**src/hdl/cse_pkg.sv**
```systemverilog
package cse_pkg;

  // Character codes used by the escaper.
  localparam logic [7:0] CH_BSL   = 8'h5C;
  localparam logic [7:0] CH_SQ    = 8'h27;
  localparam logic [7:0] CH_DQ    = 8'h22;
  localparam logic [7:0] CH_SPACE = 8'h20;
  localparam logic [7:0] CH_TILDE = 8'h7E;
  localparam logic [7:0] CH_BEL   = 8'h07;
  localparam logic [7:0] CH_BS    = 8'h08;
  localparam logic [7:0] CH_ZERO  = 8'h30;
  localparam logic [7:0] CH_SEVEN = 8'h37;

  // Longest escape: two-character introducer plus three octal digits.
  localparam int unsigned MaxChars = 5;
  localparam int unsigned CntW     = $clog2(MaxChars + 1);

  // Configuration port geometry.
  localparam int unsigned CfgIdxW  = 3;
  localparam int unsigned CfgDataW = 2;

  typedef enum logic [CfgIdxW-1:0] {
    CFG_BACKSLASH_MODE     = 3'd0,
    CFG_SINGLE_QUOTE_MODE  = 3'd1,
    CFG_DOUBLE_QUOTE_MODE  = 3'd2,
    CFG_WHITESPACE_MODE    = 3'd3,
    CFG_DOUBLED_INTRODUCER = 3'd4
  } cfg_idx_e;

  // Mode codes shared by the per-character mode registers.
  typedef enum logic [1:0] {
    MODE_ESCAPE    = 2'd0,
    MODE_ECHO      = 2'd1,
    MODE_OCTAL     = 2'd2,
    MODE_STRINGIZE = 2'd3
  } mode_e;

  // How one byte is rendered.
  typedef enum logic [1:0] {
    K_ECHO,   // byte as is
    K_FIXED,  // one backslash, then a character
    K_INTRO,  // introducer, then a character
    K_OCTAL   // introducer, then octal digits
  } kind_e;

  typedef struct packed {
    mode_e      backslash_mode;
    mode_e      single_quote_mode;
    mode_e      double_quote_mode;
    mode_e      whitespace_mode;
    logic       doubled_introducer;
  } cfg_t;

  typedef struct packed {
    logic [7:0] in_byte;
    logic       starts_string;
  } in_beat_t;

  typedef struct packed {
    logic [7:0] out_char;
    logic       last_of_byte;
  } out_beat_t;

  // Encoded form of one byte, left aligned in chars[0].
  typedef struct packed {
    logic [MaxChars-1:0][7:0] chars;
    logic [CntW-1:0]          count;
    logic                     octal;
  } enc_t;

  // Letter of the named whitespace escape.
  function automatic logic [7:0] ws_name(input logic [7:0] b);
    logic [7:0] c;
    case (b)
      8'd9:    c = 8'h74;  // t
      8'd10:   c = 8'h6E;  // n
      8'd11:   c = 8'h76;  // v
      8'd12:   c = 8'h66;  // f
      8'd13:   c = 8'h72;  // r
      default: c = 8'h74;
    endcase
    return c;
  endfunction

endpackage

```
**src/hdl/cse_stream_if.sv**
```systemverilog
interface cse_stream_if #(
  parameter type payload_t = logic
);
  logic     valid;
  logic     ready;
  payload_t payload;

  modport source (output valid, output payload, input ready);
  modport sink (input valid, input payload, output ready);
endinterface

```
**src/hdl/cse_encoder.sv**
```systemverilog
module cse_encoder
  import cse_pkg::*;
(
  input  logic [7:0] in_byte_i,
  input  logic       starts_string_i,
  input  logic       prev_octal_i,
  input  cfg_t       cfg_i,
  output enc_t       enc_o
);

  kind_e      kind;
  logic [7:0] body_c;
  logic       prev_oct;
  logic [1:0] intro_n;
  logic [1:0] body_n;
  logic [2:0][7:0] body;
  logic [2:0] rel;

  assign prev_oct = prev_octal_i & ~starts_string_i;

  // Classify the byte in priority order.
  always_comb begin
    kind   = K_ECHO;
    body_c = in_byte_i;
    if (in_byte_i == CH_BSL) begin
      case (cfg_i.backslash_mode)
        MODE_ECHO:  kind = K_ECHO;
        MODE_OCTAL: kind = K_OCTAL;
        default:    kind = K_FIXED;
      endcase
    end else if (in_byte_i == CH_SQ) begin
      case (cfg_i.single_quote_mode)
        MODE_ECHO:  kind = K_ECHO;
        MODE_OCTAL: kind = K_OCTAL;
        default:    kind = K_INTRO;
      endcase
    end else if (in_byte_i == CH_DQ) begin
      case (cfg_i.double_quote_mode)
        MODE_ECHO:      kind = K_ECHO;
        MODE_OCTAL:     kind = K_OCTAL;
        MODE_STRINGIZE: kind = K_FIXED;
        default:        kind = K_INTRO;
      endcase
    end else if (in_byte_i == CH_SPACE || in_byte_i inside {[8'd9:8'd13]}) begin
      if (cfg_i.whitespace_mode == MODE_ECHO || in_byte_i == CH_SPACE) begin
        kind = K_ECHO;
      end else if (cfg_i.whitespace_mode == MODE_OCTAL) begin
        kind = K_OCTAL;
      end else begin
        kind   = K_INTRO;
        body_c = ws_name(in_byte_i);
      end
    end else if (prev_oct && in_byte_i inside {[CH_ZERO:CH_SEVEN]}) begin
      kind = K_OCTAL;
    end else if (in_byte_i == CH_BEL) begin
      kind   = K_INTRO;
      body_c = 8'h61;  // a
    end else if (in_byte_i == CH_BS) begin
      kind   = K_INTRO;
      body_c = 8'h62;  // b
    end else if (in_byte_i < CH_SPACE || in_byte_i > CH_TILDE) begin
      kind = K_OCTAL;
    end
  end

  // Introducer length and body characters.
  always_comb begin
    case (kind)
      K_ECHO:  intro_n = 2'd0;
      K_FIXED: intro_n = 2'd1;
      default: intro_n = 2'd1 + {1'b0, cfg_i.doubled_introducer};
    endcase
    body = '0;
    if (kind == K_OCTAL) begin
      // Unpadded octal: drop leading zero digits.
      if (in_byte_i >= 8'd64) begin
        body_n  = 2'd3;
        body[0] = {6'b001100, in_byte_i[7:6]};
        body[1] = {5'b00110, in_byte_i[5:3]};
        body[2] = {5'b00110, in_byte_i[2:0]};
      end else if (in_byte_i >= 8'd8) begin
        body_n  = 2'd2;
        body[0] = {5'b00110, in_byte_i[5:3]};
        body[1] = {5'b00110, in_byte_i[2:0]};
      end else begin
        body_n  = 2'd1;
        body[0] = {5'b00110, in_byte_i[2:0]};
      end
    end else begin
      body_n  = 2'd1;
      body[0] = body_c;
    end
  end

  // Assemble introducer and body into the character slots.
  always_comb begin
    enc_o.count = CntW'(intro_n) + CntW'(body_n);
    enc_o.octal = (kind == K_OCTAL);
    rel         = '0;
    for (int p = 0; p < MaxChars; p++) begin
      rel = 3'(p) - {1'b0, intro_n};
      if (3'(p) < {1'b0, intro_n}) begin
        enc_o.chars[p] = CH_BSL;
      end else if (rel < 3'd3) begin
        enc_o.chars[p] = body[rel[1:0]];
      end else begin
        enc_o.chars[p] = '0;
      end
    end
  end

endmodule

```
**src/hdl/cse_serializer.sv**
```systemverilog
module cse_serializer
  import cse_pkg::*;
(
  input  logic      clk_i,
  input  logic      rst_ni,
  input  logic      load_i,
  input  enc_t      enc_i,
  output logic      load_ready_o,
  output logic      out_valid_o,
  input  logic      out_ready_i,
  output out_beat_t out_beat_o
);

  logic [MaxChars-1:0][7:0] chars_q, chars_d;
  logic [CntW-1:0]          rem_q, rem_d;
  logic                     beat;

  assign out_valid_o  = (rem_q != '0);
  assign beat         = out_valid_o & out_ready_i;
  // Free when empty or when the final character leaves in this cycle.
  assign load_ready_o = (rem_q == '0) || (beat && rem_q == CntW'(1));

  assign out_beat_o.out_char     = chars_q[0];
  assign out_beat_o.last_of_byte = (rem_q == CntW'(1));

  // Shift one character out per beat; load a new byte when free.
  always_comb begin
    chars_d = chars_q;
    rem_d   = rem_q;
    if (beat) begin
      chars_d = {8'h00, chars_q[MaxChars-1:1]};
      rem_d   = rem_q - CntW'(1);
    end
    if (load_i) begin
      chars_d = enc_i.chars;
      rem_d   = enc_i.count;
    end
  end

  always_ff @(posedge clk_i or negedge rst_ni) begin
    if (!rst_ni) begin
      rem_q <= '0;
    end else begin
      rem_q <= rem_d;
    end
  end

  always_ff @(posedge clk_i) begin
    chars_q <= chars_d;
  end

endmodule

```
**src/hdl/c_string_escaper.sv**
```systemverilog
// Channel  | Dir | Payload                        | Beat when
// in_if    | in  | in_byte[8], starts_string[1]   | valid && ready
// out_if   | out | out_char[8], last_of_byte[1]   | valid && ready
// cfg      | in  | cfg_idx_i[3], cfg_data_i[2]    | cfg_we_i
//
// A byte is encoded in the cycle it is accepted and its one to five characters
// leave one per cycle from the output shift register while the output is ready.
// A new byte is taken in the cycle the last character of the previous one
// leaves. Reset clears the configuration to zero, the octal memory and the
// output register's character count. A stalled output holds the current
// character and back-pressures the input.
module c_string_escaper
  import cse_pkg::*;
(
  input  logic                clk_i,
  input  logic                rst_ni,
  input  logic                cfg_we_i,
  input  logic [CfgIdxW-1:0]  cfg_idx_i,
  input  logic [CfgDataW-1:0] cfg_data_i,
  cse_stream_if.sink          in_if,
  cse_stream_if.source        out_if
);

  cfg_t     cfg_q;
  logic     prev_octal_q, prev_octal_d;
  logic     in_beat;
  logic     load_ready;
  enc_t     enc;
  in_beat_t in_pl;
  out_beat_t out_pl;

  assign in_pl        = in_if.payload;
  assign in_if.ready  = load_ready;
  assign in_beat      = in_if.valid & load_ready;
  assign out_if.payload = out_pl;

  // Configuration registers.
  always_ff @(posedge clk_i or negedge rst_ni) begin
    if (!rst_ni) begin
      cfg_q <= '{MODE_ESCAPE, MODE_ESCAPE, MODE_ESCAPE, MODE_ESCAPE, 1'b0};
    end else if (cfg_we_i) begin
      case (cfg_idx_e'(cfg_idx_i))
        CFG_BACKSLASH_MODE:     cfg_q.backslash_mode     <= mode_e'(cfg_data_i);
        CFG_SINGLE_QUOTE_MODE:  cfg_q.single_quote_mode  <= mode_e'(cfg_data_i);
        CFG_DOUBLE_QUOTE_MODE:  cfg_q.double_quote_mode  <= mode_e'(cfg_data_i);
        CFG_WHITESPACE_MODE:    cfg_q.whitespace_mode    <= mode_e'(cfg_data_i);
        CFG_DOUBLED_INTRODUCER: cfg_q.doubled_introducer <= cfg_data_i[0];
        default: ;
      endcase
    end
  end

  // Octal memory follows every accepted byte.
  assign prev_octal_d = in_beat ? enc.octal : prev_octal_q;

  always_ff @(posedge clk_i or negedge rst_ni) begin
    if (!rst_ni) begin
      prev_octal_q <= 1'b0;
    end else begin
      prev_octal_q <= prev_octal_d;
    end
  end

  cse_encoder u_encoder (
    .in_byte_i      (in_pl.in_byte),
    .starts_string_i(in_pl.starts_string),
    .prev_octal_i   (prev_octal_q),
    .cfg_i          (cfg_q),
    .enc_o          (enc)
  );

  cse_serializer u_serializer (
    .clk_i       (clk_i),
    .rst_ni      (rst_ni),
    .load_i      (in_beat),
    .enc_i       (enc),
    .load_ready_o(load_ready),
    .out_valid_o (out_if.valid),
    .out_ready_i (out_if.ready),
    .out_beat_o  (out_pl)
  );

`ifndef NO_ASSERTIONS
  // An empty output register always takes a new byte.
  a_ready_when_empty: assert property (@(posedge clk_i) disable iff (!rst_ni)
    !out_if.valid |-> in_if.ready)
    else $error("input stalled while output is empty");

  // Every accepted byte produces a character in the next cycle.
  a_accept_then_valid: assert property (@(posedge clk_i) disable iff (!rst_ni)
    (in_if.valid && in_if.ready) |=> out_if.valid)
    else $error("accepted byte produced no character");

  // A byte's characters continue until its last one has gone.
  a_no_gap: assert property (@(posedge clk_i) disable iff (!rst_ni)
    (out_if.valid && out_if.ready && !out_pl.last_of_byte) |=> out_if.valid)
    else $error("character sequence cut short");

  // No new byte is taken while a non-final character is pending.
  a_no_overrun: assert property (@(posedge clk_i) disable iff (!rst_ni)
    (out_if.valid && !out_pl.last_of_byte) |-> !in_if.ready)
    else $error("input taken while characters remain");
`endif

endmodule
```
**src/flat_wrapper.sv**
```systemverilog
// flat-port wrapper written by rule: the top's interface ports become plain ports
module c_string_escaper_flat import cse_pkg::*;
  (clk_i, rst_ni, cfg_we_i, cfg_idx_i, cfg_data_i, in_if_valid, in_if_payload, in_if_ready, out_if_valid, out_if_payload, out_if_ready);
  cse_stream_if in_if_i ();
  cse_stream_if out_if_i ();
  input  logic clk_i;
  input  logic rst_ni;
  input  logic cfg_we_i;
  input  logic [CfgIdxW-1:0] cfg_idx_i;
  input  logic [CfgDataW-1:0] cfg_data_i;
  input wire logic [$bits(in_if_i.valid)-1:0] in_if_valid;
  input wire logic [$bits(in_if_i.payload)-1:0] in_if_payload;
  output wire logic [$bits(in_if_i.ready)-1:0] in_if_ready;
  output wire logic [$bits(out_if_i.valid)-1:0] out_if_valid;
  output wire logic [$bits(out_if_i.payload)-1:0] out_if_payload;
  input wire logic [$bits(out_if_i.ready)-1:0] out_if_ready;
  assign in_if_i.valid = in_if_valid;
  assign in_if_i.payload = in_if_payload;
  assign in_if_ready = in_if_i.ready;
  assign out_if_valid = out_if_i.valid;
  assign out_if_payload = out_if_i.payload;
  assign out_if_i.ready = out_if_ready;
  c_string_escaper u_core (.clk_i(clk_i), .rst_ni(rst_ni), .cfg_we_i(cfg_we_i), .cfg_idx_i(cfg_idx_i), .cfg_data_i(cfg_data_i), .in_if(in_if_i), .out_if(out_if_i));
endmodule
```
**config.mk**
```make
export PLATFORM = sky130hd
export DESIGN_NAME = c_string_escaper_flat
export DESIGN_NICKNAME = d
export VERILOG_FILES = /design/src/hdl/cse_pkg.sv /design/src/hdl/cse_stream_if.sv /design/src/hdl/cse_encoder.sv /design/src/hdl/cse_serializer.sv /design/src/hdl/c_string_escaper.sv /design/src/flat_wrapper.sv
export SDC_FILE = /design/constraint.sdc
export NUM_CORES = 1
export LEC_CHECK = 0
export BUFFER_PORTS_ARGS = -buffer_cell sky130_fd_sc_hd__buf_4
export CORE_AREA = 2 2 39 41
export CTS_CLUSTER_SIZE = 20
export DETAILED_ROUTE_END_ITERATION = 8
export DIE_AREA = 0 0 41 43
export GPL_ROUTABILITY_DRIVEN = 1
export MAX_ROUTING_LAYER = met4
export SYNTH_ARGS = -nofsm -noshare
export SYNTH_HDL_FRONTEND = slang
export SYNTH_SLANG_ARGS = --single-unit
```
**constraint.sdc**
```tcl
create_clock -name clk_i -period 1.37 [get_ports clk_i]
set_input_delay 0 -clock clk_i [delete_from_list [all_inputs] [get_ports clk_i]]
set_output_delay 0 -clock clk_i [all_outputs]
set_load 0.01 [all_outputs]
```
Word level (Yosys, flattened, before mapping)
Index checks and enable logic that the tools add are counted.
{ "op_classes": {"n_bitwise": 2, "eq_ne": 2, "n_reduce_logical": 6, "mux": 2, "addsub": 3} }
{ "op_table": {"columns": ["operator", "n"], "rows": [
  ["$mux 3", 2],
  ["$add 2x1->3 const B", 1],
  ["$eq 3x1->1 const B", 1],
  ["$eq 3x3->1 const B", 1],
  ["$logic_not 3->1", 1],
  ["$reduce_bool 3->1", 1],
  ["$sub 3x1->3 const B", 1],
  ["$add 1x1->2 const A", 1],
  ["$and 1x1->1", 2],
  ["$reduce_and 2->1", 1],
  ["$reduce_bool 2->1", 1],
  ["$logic_and 1x1->1", 1],
  ["$logic_or 1x1->1", 1]
]} }
{ "totals": {"inputBits": 11, "reg_bits": 4} }

Logic depth before layout (Yosys ltp)
{ "logic_depth": {"ltp_word": 6, "mapped_depth": 5, "mapped_depth_nobuf": 5} }

By module
From an unflattened synthesis, not the netlist that was laid out.
{ "unflattened": {"hier_cells": 386, "hier_area_um2": 3816.2} }
{ "by_module_without_submodules": {"columns": ["mod", "cells_each", "n_inst", "area_each_um2", "seq_area_each_um2"], "rows": [
  ["cse_serializer", 119, 1, 1925.6, 1276.2],
  ["cse_encoder", 240, 1, 1456.4, 0.0],
  ["c_string_escaper", 27, 1, 434.2, 250.2]
]} }

Worst setup path after synthesis
Ideal clock, no wire load.
{ "synth_timing": {"path_type": "register to register", "startpoint": "reg u_core.u_serializer.rem_q[0]", "endpoint": "reg u_core.u_serializer.rem_q[0]", "synth_period_minus_slack_ns": 1.348, "required_time_ns": 1.288, "slack_ns": 0.022, "stages_incl_launch_ff": 6, "arrival_ns": 1.266, "cell_sequence": "dfrtp_1 -> inv_1 -> ha_1 -> or2b_4 -> a21o_1 -> a31oi_1"} }
{ "synth_via": {"elab_chain_len": 6} }
{ "synth_rtl": {"columns": ["item", "line_no", "rtl"], "rows": [
  ["start, declared", "cse_serializer.sv:15", "logic [CntW-1:0] rem_q, rem_d;"],
  ["start signal, assigned", "cse_serializer.sv:44", "rem_q <= rem_d;"],
  ["$reduce_bool 3->1 (*)", "cse_serializer.sv:18", "assign out_valid_o = (rem_q != '0);"],
  ["via out_if_valid", "flat_wrapper.sv:14", "output wire logic [$bits(out_if_i.valid)-1:0] out_if_valid;"],
  ["$and 1x1->1 (*)", "cse_serializer.sv:19", "assign beat = out_valid_o & out_ready_i;"],
  ["$logic_and 1x1->1", "cse_serializer.sv:21", "assign load_ready_o = (rem_q == '0) || (beat && rem_q == CntW'(1));"],
  ["$logic_or 1x1->1", "cse_serializer.sv:21", null],
  ["$and 1x1->1", "c_string_escaper.sv:34", "assign in_beat = in_if.valid & load_ready;"],
  ["$mux 3 or $reduce_bool 2->1 (tied branches)", null, null]
]} }
Mark *: on every way through the listed nets, which the timed path passes. The rest lies on a longest branch. The select of a mux whose other input is x is not followed.
A chain may end at the register's enable or synchronous reset.

Final worst setup path
{ "layout_timing": {"startpoint": "reg u_core.u_serializer.rem_q[0]", "endpoint": "out in_if_ready"} }
{ "layout_via": {"elab_chain_len": 4} }
{ "layout_rtl": {"columns": ["item", "line_no", "rtl"], "rows": [
  ["$reduce_bool 3->1", "cse_serializer.sv:18", null],
  ["$and 1x1->1", "cse_serializer.sv:19", null],
  ["$logic_and 1x1->1", "cse_serializer.sv:21", null],
  ["$logic_or 1x1->1 (*)", "cse_serializer.sv:21", null],
  ["end, declared", "flat_wrapper.sv:13", "output wire logic [$bits(in_if_i.ready)-1:0] in_if_ready;"]
]} }
Mark *: on every way between the ends. The rest lies on a longest branch, timed or not.

==> flow_metrics.py <==
metrics = {
    "run_status": {
        "outcome": "finished, final reports clean",
    },
    "cts": {
        "clockBufferDepth": 2,
        "cts.sinks": 4,
        "ctsRootBufferMaster": "clkbuf_4",
        "numCtsBuffers": 3,
        "cts_max_level": 1,
        "path_clk_slew_ps": 40,
        "tritoncts": "done",
        "clock_latency_ps": 230,
    },
    "detailed_routing": {
        "vias": 297,
        "routedWlPerCell_um": 10.2,
        "vias_per_cell": 4.43,
        "drc": 0,
        "drt_iter0_markers": 1,
        "wl_um": 683,
        "ant_nets": 0,
        "first_pass_iters": 2,
    },
    "layout": {
        "area_growth_pct": 76.7,
        "ff_latch_area_um2": 100,
        "postLayoutCoreUtil": 0.363,
        "drive_above_1_share": 0.549,
        "final_common_cell": "buf_4",
        "multi_input_area_um2": 196,
        "final_cell_mix": "15 x buf_4, 4 x dfrtp_1, 3 x nand2_1, 3 x clkbuf_4",
        "antenna_cells": 0,
        "layout.nets": 67,
        "n_fill_cell": 152,
    },
    "placement": {
        "io_buffer_count": 11,
        "dp_slack_ps": -39.2,
        "finalWeightedCongestion": 0.637,
        "place_hpwl_um": 494,
    },
    "sta": {
        "rsz0062_at_grt": "yes",
        "worst_slack_ps": 1.78,
        "worstMarginPinSlew_ps": 269,
        "clock_skew_ps": 1.40,
        "setup_violations": 0,
        "period_needed_ps": 1370,
        "relSlewSlack": 0.818,
        "finalHoldViolations": 0,
        "finalCritPeriodShare": 0.999,
        "max_clock_freq_mhz": 731,
        "maxSlewViolCount": 0,
    },
    "power_and_ir_drop": {
        "max-vdd-ir-drop_uv": 680,
        "power.leakage_nw": 0.256,
        "power.density_nw_per_um2": 1880,
        "finalPower_w": 0.000942,
    },
    "grt": {
        "grt_usage": 0.0941,
        "antenna_found_initial": 0,
        "grt_pass1_vias": 282,
        "grt_pass1_wl_um": 1040,
        "grt_max_degree": 8,
        "grt_overflow": 0,
    },
    "floorplanning": {
        "core_um2": 1380,
        "die_y_um": 43,
        "die_area_um2": 1760,
        "rows": 14,
        "die-width_um": 41,
        "initial_core_util": 0.205,
        "boundaryPins": 14,
    },
    "logic_synthesis": {
        "syn_area_um2": 284,
        "synth_nets": 43,
        "postSynthAreaPerCell_um2": 9.79,
        "ys_seq_elements": 4,
        "synth-seq-area-share": 0.352,
        "synth_cells": 29,
        "ys_types": 18,
        "yosys_warnings": 0,
    },
    "critical_path": {
        "critPathKind": "flop to primary output",
        "required_ps": 1370,
        "cp_max_fo": 4,
        "cp_data_arrival_time_ps": 1370,
        "worstSetupStartpointType": "flop",
        "critPathCaptureType": "primary output",
    },
    "run": {
        "cap_violations": 0,
    },
    "hold_path": {
        "hold_class": "input pin to async pin",
    },
}
power breakdown:
part | internal [W] | switching [W] | leakage [nW]
Clock | 0.0000976 | 0.0000431 | 0.0138
Combinational | 0.000343 | 0.000244 | 0.194
Sequential | 0.000169 | 0.0000447 | 0.0472
layout make-up:
type | instances | area share
timing repair buffer | 19 | 0.309
clock buffer | 3 | 0.0449
sequential | 4 | 0.200
multi-input combinational | 23 | 0.392
tap | 16 | 0.0399
inverter | 2 | 0.0150
what timing repair did:
item	in CTS	in global routing
pin swaps	1	1
setup endpoints to repair	3	3
hold buffers	2	0
endpoints found under the hold margin	5	0
buffers inserted	2	1
resized for setup	5	3
registers in the layout (all words and copies together), names as in the netlist:
name / count
u_core.cfg_q: 1
u_core.u_serializer.rem_q: 3
cell families after synthesis:
family                   Yosys count  share of synthesized area
adder cells (fa/ha/maj)            3                      0.132
AND/OR/NAND/NOR                   11                      0.238
AO/OA/AOI/OAI                      7                      0.176
flip-flops                         4                      0.352
multiplexers                       2                     0.0749
buffers and inverters              2                     0.0264
stage by stage:
stage | cells | area (um2) | TNS (ps) | hold WS [ps]
final | 67 | 502 | 0 | 98.1
after global routing | 67 | 502 | -119 | 99.0
after CTS | 66 | 479 | -38.7 | 89.8
after detailed placement | 59 | 409 | -39.2 | -203
after global placement | 59 | 409 | -25.9 | -203
after floorplan | 29 | 284 | 0 | -296
critical path, cell delays in order (launching register included):
cell,delay (ps)
dfrtp_1,380
inv_2,80
ha_4,140
or2b_4,280
buf_6,120
nand2_2,50
buf_6,90
worst paths after layout:
kind                       slack (ps)                                  endpoint  depth (start not counted)                                      from
setup / recovery                    2                               in_if_ready                          6  u_core.u_serializer.rem_q[0]$_DFFE_PN0P_
hold / removal                    100  u_core.u_serializer.rem_q[2]$_DFFE_PN0P_                          2                                    rst_ni
setup reg to reg                   30  u_core.u_serializer.rem_q[0]$_DFFE_PN0P_                          5  u_core.u_serializer.rem_q[0]$_DFFE_PN0P_
hold reg to reg                   520               u_core.cfg_q[0]$_DFFE_PN0P_                          1               u_core.cfg_q[0]$_DFFE_PN0P_
max in group asynchronous        1170               u_core.cfg_q[0]$_DFFE_PN0P_                          2                                    rst_ni
min in group clk_i                120  u_core.u_serializer.rem_q[1]$_DFFE_PN0P_                          3                              out_if_ready
cells in the mapped netlist:
| cell | n | share of area |
|---|---|---|
| a21o_1 | 2 | 0.053 |
| a21oi_1 | 2 | 0.035 |
| a21oi_2 | 1 | 0.031 |
| a31oi_1 | 1 | 0.022 |
| dfrtp_1 | 4 | 0.35 |
| ha_1 | 3 | 0.13 |
| inv_1 | 2 | 0.026 |
| mux2_2 | 1 | 0.040 |
| mux2i_1 | 1 | 0.035 |
| nand2_1 | 4 | 0.053 |
| nand3_1 | 1 | 0.018 |
| nor2b_1 | 1 | 0.022 |
| nor3_1 | 1 | 0.018 |
| nor3b_1 | 1 | 0.026 |
| nor4b_1 | 1 | 0.031 |
| o211a_1 | 1 | 0.035 |
| or2b_4 | 1 | 0.040 |
| or3b_1 | 1 | 0.031 |
layer usage:
layer  vias to the layer above  share of wire  track usage
met5                         -              0            -
met4                         0          0.010       0.0800
met3                         2          0.048       0.0314
met2                         7           0.55        0.141
met1                       141           0.39       0.0915
li1                        147              -            -
Note: power is estimated with default switching activity, not from simulation.
